===== config.mk =====
export PLATFORM = sky130hd
export DESIGN_NAME = pid_position_and_increment_top
export DESIGN_NICKNAME = d
export VERILOG_FILES = /design/src/sv/pidpi_pkg.sv /design/src/sv/pidpi_front.sv /design/src/sv/pidpi_mult.sv /design/src/sv/pidpi_back.sv /design/src/sv/pid_position_and_increment_top.sv
export VERILOG_INCLUDE_DIRS = /design/src /design/src/sv
export SDC_FILE = /design/constraint.sdc
export NUM_CORES = 2
export LEC_CHECK = 0
export ABC_CLOCK_PERIOD_IN_PS = 12200
export BUFFER_PORTS_ARGS = -buffer_cell sky130_fd_sc_hd__buf_2
export CAP_MARGIN = 20
export CORE_UTILIZATION = 65
export CTS_CLUSTER_DIAMETER = 80
export DETAILED_ROUTE_END_ITERATION = 6
export PLACE_DENSITY_LB_ADDON = 0.2
export SYNTH_ARGS = -nofsm -noshare
export SYNTH_HDL_FRONTEND = slang
export SYNTH_SLANG_ARGS = --single-unit

===== constraint.sdc =====
create_clock -name clk -period 12.2 [get_ports clk]
set_clock_uncertainty 0.15 [all_clocks]
set_input_delay 3.66 -clock clk [delete_from_list [all_inputs] [get_ports clk]]
set_output_delay 3.66 -clock clk [all_outputs]
set_load 0.005 [all_outputs]

===== src/sv/pid_position_and_increment_top_macros.svh =====
// Assertion macros for the PID block
`ifndef PID_POSITION_AND_INCREMENT_TOP_MACROS_SVH
`define PID_POSITION_AND_INCREMENT_TOP_MACROS_SVH

`ifndef NO_ASSERTIONS

// same-cycle implication
`define PIDPI_ASSERT_SAME(label, clk, rst_n, cond, expr) \
    label: assert property (@(posedge clk) disable iff (!rst_n) (cond) |-> (expr)) \
        else $error("pidpi: same-cycle check failed");

// next-cycle implication
`define PIDPI_ASSERT_NEXT(label, clk, rst_n, cond, expr) \
    label: assert property (@(posedge clk) disable iff (!rst_n) (cond) |=> (expr)) \
        else $error("pidpi: next-cycle check failed");

`else

`define PIDPI_ASSERT_SAME(label, clk, rst_n, cond, expr)
`define PIDPI_ASSERT_NEXT(label, clk, rst_n, cond, expr)

`endif

`endif


===== src/sv/pidpi_pkg.sv =====
package pidpi_pkg;

    localparam int unsigned DATA_W = 16;
    localparam int unsigned ERR_W  = 17;
    localparam int unsigned OP_W   = 19;
    localparam int unsigned PROD_W = DATA_W + OP_W;
    localparam int unsigned SUM_W  = PROD_W + 2;
    localparam int unsigned DRIVE_W = 32;
    localparam int unsigned IDX_W  = 3;

    typedef enum logic [IDX_W-1:0] {
        REG_MODE     = 3'd0,
        REG_KP       = 3'd1,
        REG_KI       = 3'd2,
        REG_KD       = 3'd3,
        REG_SETPOINT = 3'd4
    } reg_idx_t;

    typedef enum logic {
        MODE_POSITIONAL  = 1'b0,
        MODE_INCREMENTAL = 1'b1
    } mode_t;

    typedef struct packed {
        mode_t                     mode;
        logic signed [DATA_W-1:0]  kp;
        logic signed [DATA_W-1:0]  ki;
        logic signed [DATA_W-1:0]  kd;
        logic signed [DATA_W-1:0]  setpoint;
    } cfg_t;

    typedef struct packed {
        mode_t                  mode;
        logic signed [OP_W-1:0] a_p;
        logic signed [OP_W-1:0] a_i;
        logic signed [OP_W-1:0] a_d;
    } ops_t;

    typedef struct packed {
        mode_t                    mode;
        logic signed [PROD_W-1:0] p_p;
        logic signed [PROD_W-1:0] p_i;
        logic signed [PROD_W-1:0] p_d;
    } prods_t;

    typedef struct packed {
        logic s1_load;
        logic s2_load;
        logic out_load;
    } adv_t;

endpackage


===== src/sv/pidpi_front.sv =====
module pidpi_front #(
    parameter int INTEGRAL_LIMIT = 4000
) (
    input  logic                                 clk,
    input  logic                                 rst_n,
    input  logic                                 load,
    input  logic signed [pidpi_pkg::DATA_W-1:0]  measured,
    input  pidpi_pkg::cfg_t                      cfg,
    output pidpi_pkg::ops_t                      ops
);

    localparam int IW = $clog2(INTEGRAL_LIMIT + 1) + 1;
    localparam logic signed [17:0] ILIM_POS = 18'(INTEGRAL_LIMIT);
    localparam logic signed [17:0] ILIM_NEG = -18'(INTEGRAL_LIMIT);

    logic signed [IW-1:0]                   integral_reg;
    logic signed [IW-1:0]                   integral_next;
    logic signed [pidpi_pkg::ERR_W-1:0]     last_err_reg;
    logic signed [pidpi_pkg::ERR_W-1:0]     prior_err_reg;
    pidpi_pkg::ops_t                        ops_reg;
    pidpi_pkg::ops_t                        ops_next;

    logic signed [pidpi_pkg::ERR_W-1:0]     err;
    logic signed [17:0]                     isum;
    logic signed [17:0]                     isum_clamped;
    logic signed [17:0]                     diff1;
    logic signed [18:0]                     diff2;

    always_comb
    begin
        err  = {cfg.setpoint[15], cfg.setpoint} - {measured[15], measured};
        isum = {{(18-IW){integral_reg[IW-1]}}, integral_reg} + {err[16], err};
        if (isum > ILIM_POS)
        begin
            isum_clamped = ILIM_POS;
        end
        else if (isum < ILIM_NEG)
        begin
            isum_clamped = ILIM_NEG;
        end
        else
        begin
            isum_clamped = isum;
        end
        integral_next = isum_clamped[IW-1:0];
        diff1 = {err[16], err} - {last_err_reg[16], last_err_reg};
        diff2 = {{2{err[16]}}, err} - {last_err_reg[16], last_err_reg, 1'b0}
              + {{2{prior_err_reg[16]}}, prior_err_reg};

        ops_next.mode = cfg.mode;
        if (cfg.mode == pidpi_pkg::MODE_POSITIONAL)
        begin
            ops_next.a_p = {{2{err[16]}}, err};
            ops_next.a_i = {isum_clamped[17], isum_clamped};
            ops_next.a_d = {diff1[17], diff1};
        end
        else
        begin
            ops_next.a_p = {diff1[17], diff1};
            ops_next.a_i = {{2{err[16]}}, err};
            ops_next.a_d = diff2;
        end
    end

    // error history and integral advance only when an item is taken
    always_ff @(posedge clk or negedge rst_n)
    begin
        if (!rst_n)
        begin
            integral_reg  <= '0;
            last_err_reg  <= '0;
            prior_err_reg <= '0;
        end
        else if (load)
        begin
            last_err_reg <= err;
            if (cfg.mode == pidpi_pkg::MODE_POSITIONAL)
            begin
                integral_reg <= integral_next;
            end
            else
            begin
                prior_err_reg <= last_err_reg;
            end
        end
    end

    always_ff @(posedge clk)
    begin
        if (load)
        begin
            ops_reg <= ops_next;
        end
    end

    assign ops = ops_reg;

endmodule


===== src/sv/pidpi_mult.sv =====
module pidpi_mult (
    input  logic                clk,
    input  logic                load,
    input  pidpi_pkg::cfg_t     cfg,
    input  pidpi_pkg::ops_t     ops,
    output pidpi_pkg::prods_t   prods
);

    pidpi_pkg::prods_t prods_reg;
    pidpi_pkg::prods_t prods_next;

    always_comb
    begin
        prods_next.mode = ops.mode;
        prods_next.p_p  = cfg.kp * ops.a_p;
        prods_next.p_i  = cfg.ki * ops.a_i;
        prods_next.p_d  = cfg.kd * ops.a_d;
    end

    always_ff @(posedge clk)
    begin
        if (load)
        begin
            prods_reg <= prods_next;
        end
    end

    assign prods = prods_reg;

endmodule


===== src/sv/pidpi_back.sv =====
module pidpi_back #(
    parameter int OUTPUT_LIMIT   = 16384,
    parameter int GAIN_FRAC_BITS = 8
) (
    input  logic                                   clk,
    input  logic                                   rst_n,
    input  logic                                   load,
    input  pidpi_pkg::prods_t                      prods,
    output logic signed [pidpi_pkg::DRIVE_W-1:0]   drive
);

    localparam int SW = pidpi_pkg::SUM_W;
    localparam int PW = pidpi_pkg::PROD_W;
    localparam int DW = pidpi_pkg::DRIVE_W;
    localparam int AW = $clog2(OUTPUT_LIMIT + 1) + 1;
    localparam logic signed [SW-1:0] FRAC_BIAS = (SW'(1) << GAIN_FRAC_BITS) - SW'(1);
    localparam logic signed [SW-1:0] SAT_POS   = SW'(64'sd2147483647);
    localparam logic signed [SW-1:0] SAT_NEG   = -SW'(64'sd2147483648);
    localparam logic signed [DW:0]   OLIM_POS  = (DW+1)'(OUTPUT_LIMIT);
    localparam logic signed [DW:0]   OLIM_NEG  = -(DW+1)'(OUTPUT_LIMIT);

    logic signed [AW-1:0] acc_reg;
    logic signed [AW-1:0] acc_next;
    logic signed [DW-1:0] drive_reg;
    logic signed [DW-1:0] drive_next;

    logic signed [SW-1:0] total;
    logic signed [SW-1:0] scaled;
    logic signed [DW-1:0] sat;
    logic signed [DW:0]   acc_sum;
    logic signed [DW:0]   acc_clamped;

    always_comb
    begin
        total = {{2{prods.p_p[PW-1]}}, prods.p_p}
              + {{2{prods.p_i[PW-1]}}, prods.p_i}
              + {{2{prods.p_d[PW-1]}}, prods.p_d};
        // bias negatives so the shift truncates toward zero
        if (total[SW-1])
        begin
            scaled = (total + FRAC_BIAS) >>> GAIN_FRAC_BITS;
        end
        else
        begin
            scaled = total >>> GAIN_FRAC_BITS;
        end
        if (scaled > SAT_POS)
        begin
            sat = SAT_POS[DW-1:0];
        end
        else if (scaled < SAT_NEG)
        begin
            sat = SAT_NEG[DW-1:0];
        end
        else
        begin
            sat = scaled[DW-1:0];
        end

        acc_sum = {{(DW+1-AW){acc_reg[AW-1]}}, acc_reg} + {sat[DW-1], sat};
        if (acc_sum > OLIM_POS)
        begin
            acc_clamped = OLIM_POS;
        end
        else if (acc_sum < OLIM_NEG)
        begin
            acc_clamped = OLIM_NEG;
        end
        else
        begin
            acc_clamped = acc_sum;
        end
        acc_next = acc_clamped[AW-1:0];

        if (prods.mode == pidpi_pkg::MODE_POSITIONAL)
        begin
            drive_next = sat;
        end
        else
        begin
            drive_next = acc_clamped[DW-1:0];
        end
    end

    always_ff @(posedge clk or negedge rst_n)
    begin
        if (!rst_n)
        begin
            acc_reg <= '0;
        end
        else if (load && prods.mode == pidpi_pkg::MODE_INCREMENTAL)
        begin
            acc_reg <= acc_next;
        end
    end

    always_ff @(posedge clk)
    begin
        if (load)
        begin
            drive_reg <= drive_next;
        end
    end

    assign drive = drive_reg;

endmodule


===== src/sv/pid_position_and_increment_top.sv =====
// Drive is registered: the operand register loads at the accepting edge, then the product
// and output registers load in turn as the item moves on.
// Throughput: one item per cycle while out_stall does not back up the pipeline; the
// error/integral update and the output accumulator each close their loop within one stage.
// Reset (rst_n low, asynchronous): all gains, setpoint, mode, integral, error history and
// accumulated output clear to zero; the pipeline empties.
`include "pid_position_and_increment_top_macros.svh"

module pid_position_and_increment_top #(
    parameter int INTEGRAL_LIMIT = 4000,
    parameter int OUTPUT_LIMIT   = 16384,
    parameter int GAIN_FRAC_BITS = 8
) (
    input  logic                                  clk,
    input  logic                                  rst_n,
    input  logic                                  in_valid,
    output logic                                  in_stall,
    input  logic signed [pidpi_pkg::DATA_W-1:0]   measured,
    output logic                                  out_valid,
    input  logic                                  out_stall,
    output logic signed [pidpi_pkg::DRIVE_W-1:0]  drive,
    input  logic                                  cfg_write,
    input  logic [pidpi_pkg::IDX_W-1:0]           cfg_index,
    input  logic [pidpi_pkg::DATA_W-1:0]          cfg_data
);

    pidpi_pkg::cfg_t   cfg_reg;
    pidpi_pkg::adv_t   adv;
    pidpi_pkg::ops_t   ops;
    pidpi_pkg::prods_t prods;

    logic s1_valid_reg;
    logic s2_valid_reg;
    logic out_valid_reg;
    logic out_free;
    logic s2_free;
    logic s1_free;
    logic accept;

    always_ff @(posedge clk or negedge rst_n)
    begin
        if (!rst_n)
        begin
            cfg_reg <= '0;
        end
        else if (cfg_write)
        begin
            unique case (cfg_index)
                pidpi_pkg::REG_MODE:     cfg_reg.mode     <= pidpi_pkg::mode_t'(cfg_data[0]);
                pidpi_pkg::REG_KP:       cfg_reg.kp       <= cfg_data;
                pidpi_pkg::REG_KI:       cfg_reg.ki       <= cfg_data;
                pidpi_pkg::REG_KD:       cfg_reg.kd       <= cfg_data;
                pidpi_pkg::REG_SETPOINT: cfg_reg.setpoint <= cfg_data;
                default:                 ;
            endcase
        end
    end

    // a stage takes a new item when it is empty or its item moves on
    assign out_free = !out_valid_reg || !out_stall;
    assign s2_free  = !s2_valid_reg || out_free;
    assign s1_free  = !s1_valid_reg || s2_free;
    assign in_stall = !s1_free;
    assign accept   = in_valid && s1_free;

    always_comb
    begin
        adv.s1_load  = accept;
        adv.s2_load  = s1_valid_reg && s2_free;
        adv.out_load = s2_valid_reg && out_free;
    end

    always_ff @(posedge clk or negedge rst_n)
    begin
        if (!rst_n)
        begin
            s1_valid_reg  <= 1'b0;
            s2_valid_reg  <= 1'b0;
            out_valid_reg <= 1'b0;
        end
        else
        begin
            if (s1_free)
            begin
                s1_valid_reg <= accept;
            end
            if (s2_free)
            begin
                s2_valid_reg <= s1_valid_reg;
            end
            if (out_free)
            begin
                out_valid_reg <= s2_valid_reg;
            end
        end
    end

    pidpi_front #(
        .INTEGRAL_LIMIT (INTEGRAL_LIMIT)
    ) u_front (
        .clk      (clk),
        .rst_n    (rst_n),
        .load     (adv.s1_load),
        .measured (measured),
        .cfg      (cfg_reg),
        .ops      (ops)
    );

    pidpi_mult u_mult (
        .clk   (clk),
        .load  (adv.s2_load),
        .cfg   (cfg_reg),
        .ops   (ops),
        .prods (prods)
    );

    pidpi_back #(
        .OUTPUT_LIMIT   (OUTPUT_LIMIT),
        .GAIN_FRAC_BITS (GAIN_FRAC_BITS)
    ) u_back (
        .clk   (clk),
        .rst_n (rst_n),
        .load  (adv.out_load),
        .prods (prods),
        .drive (drive)
    );

    assign out_valid = out_valid_reg;

    `PIDPI_ASSERT_SAME(a_stall_needs_item, clk, rst_n, in_stall, s1_valid_reg && s2_valid_reg)
    `PIDPI_ASSERT_NEXT(a_accept_lands, clk, rst_n, accept, s1_valid_reg)
    `PIDPI_ASSERT_NEXT(a_mid_item_kept, clk, rst_n, s2_valid_reg && !out_free, s2_valid_reg)
    `PIDPI_ASSERT_NEXT(a_no_repeat, clk, rst_n,
        out_valid_reg && !out_stall && !s2_valid_reg, !out_valid_reg)

endmodule


==> impl_metrics.tcl <==
set metrics [dict create \
    status "complete, no violations" \
    synthAdderAreaFrac_pct 44.0 \
    setup.worst_path.class "in2reg" \
    fillers 6402 \
    syn_avg_cell_area_um2 9.46 \
    rrSetupSlack_ns 2.70 \
    drc 0 \
    tightestPinTransition_ns 1.08 \
    worstPathMaxFanout 9 \
    r2r_cells 35 \
    synth_top_family_by_area "adder cells" \
    synth-seq-cells 325 \
    dr.pass1.iters 5 \
    initial_core_util_pct 65.7 \
    ys.flop_type "edfxtp_1" \
    htreeDepth 2 \
    drive_above_1_share_pct 5.12 \
    io_buffers 73 \
    start_kind "input pin" \
    die_area_um2 84300 \
    syn-cell-area_um2 54100 \
    synth_edf_count 194 \
    numClockSinks 325 \
    timing.rr.end "u_back.drive[1]" \
    clk_latency_ns 0.60 \
    design.core.area_um2 82200 \
    grt_pass1_wl_mm 219 \
    muxShareOfSynthArea_pct 1.68 \
    path_depth 22 \
    numCtsBuffers 42 \
    r2r_start "u_mult.prods[35]" \
    multiInputGateArea_um2 40300 \
    dp_hpwl_mm 107 \
    layout.nets 7045 \
    ff_latch_area_um2 9100 \
    tritoncts "yes" \
    timing.setup.tns_ns 0 \
    fmax_ghz 0.104 \
    crit_family "compound AO/OA/AOI/OAI gates" \
    wl_per_cell_um 19.7 \
    startpoint "measured[0]" \
    fin_crit_ns 9.59 \
    slew_violations 0 \
    holdCritPathClass "reg2reg" \
    num_rows 105 \
    grt_pass1_vias 41471 \
    cts.clk_slew.worst_paths_ns 0.06 \
    synth_compound_area_share_pct 9.81 \
    max_stage_delay_ns 0.62 \
    die_height_um 290 \
    yosysTopAreaCellShare_pct 34.0 \
    area_growth_syn_to_layout_pct 4.78 \
    crit_chain "buf_2 -> ha_1 -> inv_1 -> fa_1 -> a21o_1 -> a21oi_1 -> nor2b_1 -> o21a_1 -> o41ai_1 -> o21ai_0 -> a21oi_1 -> ha_1 -> nand2_1 -> a2111oi_0 -> nor3_1 -> xnor2_1 -> o41ai_1 -> nor3_1 -> nand3_1 -> ha_1 -> nor2_1 -> a221oi_1" \
    syn-num-nets 7106 \
    dpl-instance-area_um2 55100 \
    clk_path_buf_depth 3 \
    syn_inst 5716 \
    critPathArrivalTime_ns 9.74 \
    largest_reg_flops 106 \
    critPathBufInv 2 \
    grt_max_degree 94 \
    cp_slowest_cell "o41ai_1" \
    finish.instance_area_um2 56600 \
    post-route-period-util_pct 78.6 \
    slew_headroom_pct 27.9 \
    whs_ns 0.330 \
    synthTopCellsByArea "fa_1 (34%), edfxtp_1 (11%), ha_1 (10%)" \
    hold_viol 0 \
    routabilityCongestion 0.919 \
    utilization_pct 68.9 \
    synthSimpleGateAreaFrac_pct 15.0 \
    async_flop_share_pct 40.3 \
    cts_resized 0 \
    ys_types 99 \
    ios 74 \
    crit_required_ns 12.35 \
    ant_nets 0 \
    seq_area_frac_synth_pct 16.8 \
    cts.hold.buffers_added 0 \
    vias 39443 \
    detail_route.wirelength_mm 133 \
    antenna_found_initial 4 \
    setup_viol 0 \
    end_kind "register" \
    cts_root_buf "clkbuf_16" \
    synth-xor-area-share_pct 3.99 \
    post_cts_buffers 0 \
    cap_violations 0 \
    ys.warnings.count 0 \
    synth_top_area_cell "fa_1" \
    grt_overflow_total 0 \
    track_usage_pct 32.9 \
    crit_path_end "u_front.ops[25]" \
    critical_path.most_common_cell "ha_1" \
    die_x_um 290 \
    vias_per_cell 5.83 \
    rsz0062_at_grt "false" \
    drtIter0Drc 2807 \
]
cells in the mapped netlist (21+ instances only):
master       n
a211oi_1    25
a21o_1      78
a21oi_1    233
a31oi_1     24
and2_1     367
and3_1      29
clkbuf_1   182
dfrtp_1    131
edfxtp_1   194
fa_1       917
ha_1       433
inv_1     1040
mux2_2      72
nand2_1    735
nand2b_1    72
nand3_1     73
nand4_1     21
nor2_1     173
nor2b_1     34
nor3_1      64
o211ai_1    24
o21a_1      39
o21ai_0    160
o21bai_1    30
o31ai_1     25
or3_1       28
xnor2_1    175
xor2_1      71
stage by stage:
step | setup slack (ns) | std cells
2_1_floorplan | 3.36 | 5716
3_3_place_gp | 2.18 | 6680
3_5_place_dp | 2.08 | 6680
4_1_cts | 2.70 | 6758
5_1_grt | 1.87 | 6760
6_report | 2.61 | 6761
placed cells by master, fill, tap and decap left out, types with 34 or more instances in the layout:
master / count
o21ai_0: 160
clkbuf_16: 45
a21o_1: 78
nand2_1: 735
xor2_1: 71
buf_2: 72
nor2_1: 173
and2_1: 366
nand3_1: 73
fa_1: 917
dfrtp_1: 130
nor3_1: 63
nand2b_1: 72
edfxtp_1: 194
xnor2_1: 175
o21a_1: 39
a21oi_1: 233
nor2b_1: 34
mux2_2: 72
ha_1: 433
inv_1: 1040
metal layers:
| metal | track usage, % | wire (µm) | part of all wire [%] |
|---|---|---|---|
| met4 | 11.8 | 5430 | 4.1 |
| met2 | 54.2 | 62300 | 47 |
| met1 | 45.0 | 55200 | 42 |
| met5 | 0 | 0 | 0 |
| met3 | 4.47 | 9970 | 7.5 |
kinds of logic after synthesis:
group,count (synthesis)
buffers and inverters,1241
flip-flops,325
AND/OR/NAND/NOR,1663
adder cells (fa/ha/maj),1350
XOR/XNOR,246
AO/OA/AOI/OAI,810
multiplexers,81
how the worst min path moves through the flow:
stage | cells after the start | slack (ns) | startpoint | to
after floorplan | 0 | 0.25 | u_front.ops[57] | u_mult.prods[105]
after global placement | 2 | 0.31 | u_front.last_err_reg[15] | u_front.last_err_reg[15]
after detailed placement | 2 | 0.32 | u_front.last_err_reg[13] | u_front.last_err_reg[13]
after CTS | 2 | 0.34 | u_front.last_err_reg[13] | u_front.last_err_reg[13]
after global routing | 2 | 0.36 | u_front.prior_err_reg[0] | u_front.prior_err_reg[0]
final | 2 | 0.33 | u_front.last_err_reg[13] | u_front.last_err_reg[13]
final cells by class:
cell class | count | share of cell area [%]
antenna | 2 | 0.00884
sequential | 325 | 16.1
clock inverter | 20 | 0.424
multi-input combinational | 4150 | 71.1
tap | 1070 | 2.36
inverter | 1042 | 6.91
clock buffer | 58 | 2.15
timing repair buffer | 94 | 0.970
worst reg2reg max path: cells and delay by family (launching register included):
kind | cells | cell delay (ns)
buf+inv | 1 | 0.12
flops | 1 | 0.37
fa+ha+maj | 4 | 1.32
simple gates | 6 | 1.24
compound gates | 22 | 5.63
xor+xnor | 2 | 0.40
Power is left out: the tool's default activity adds up to more than one toggle a clock period on the data nets, which glitch-free logic cannot reach.
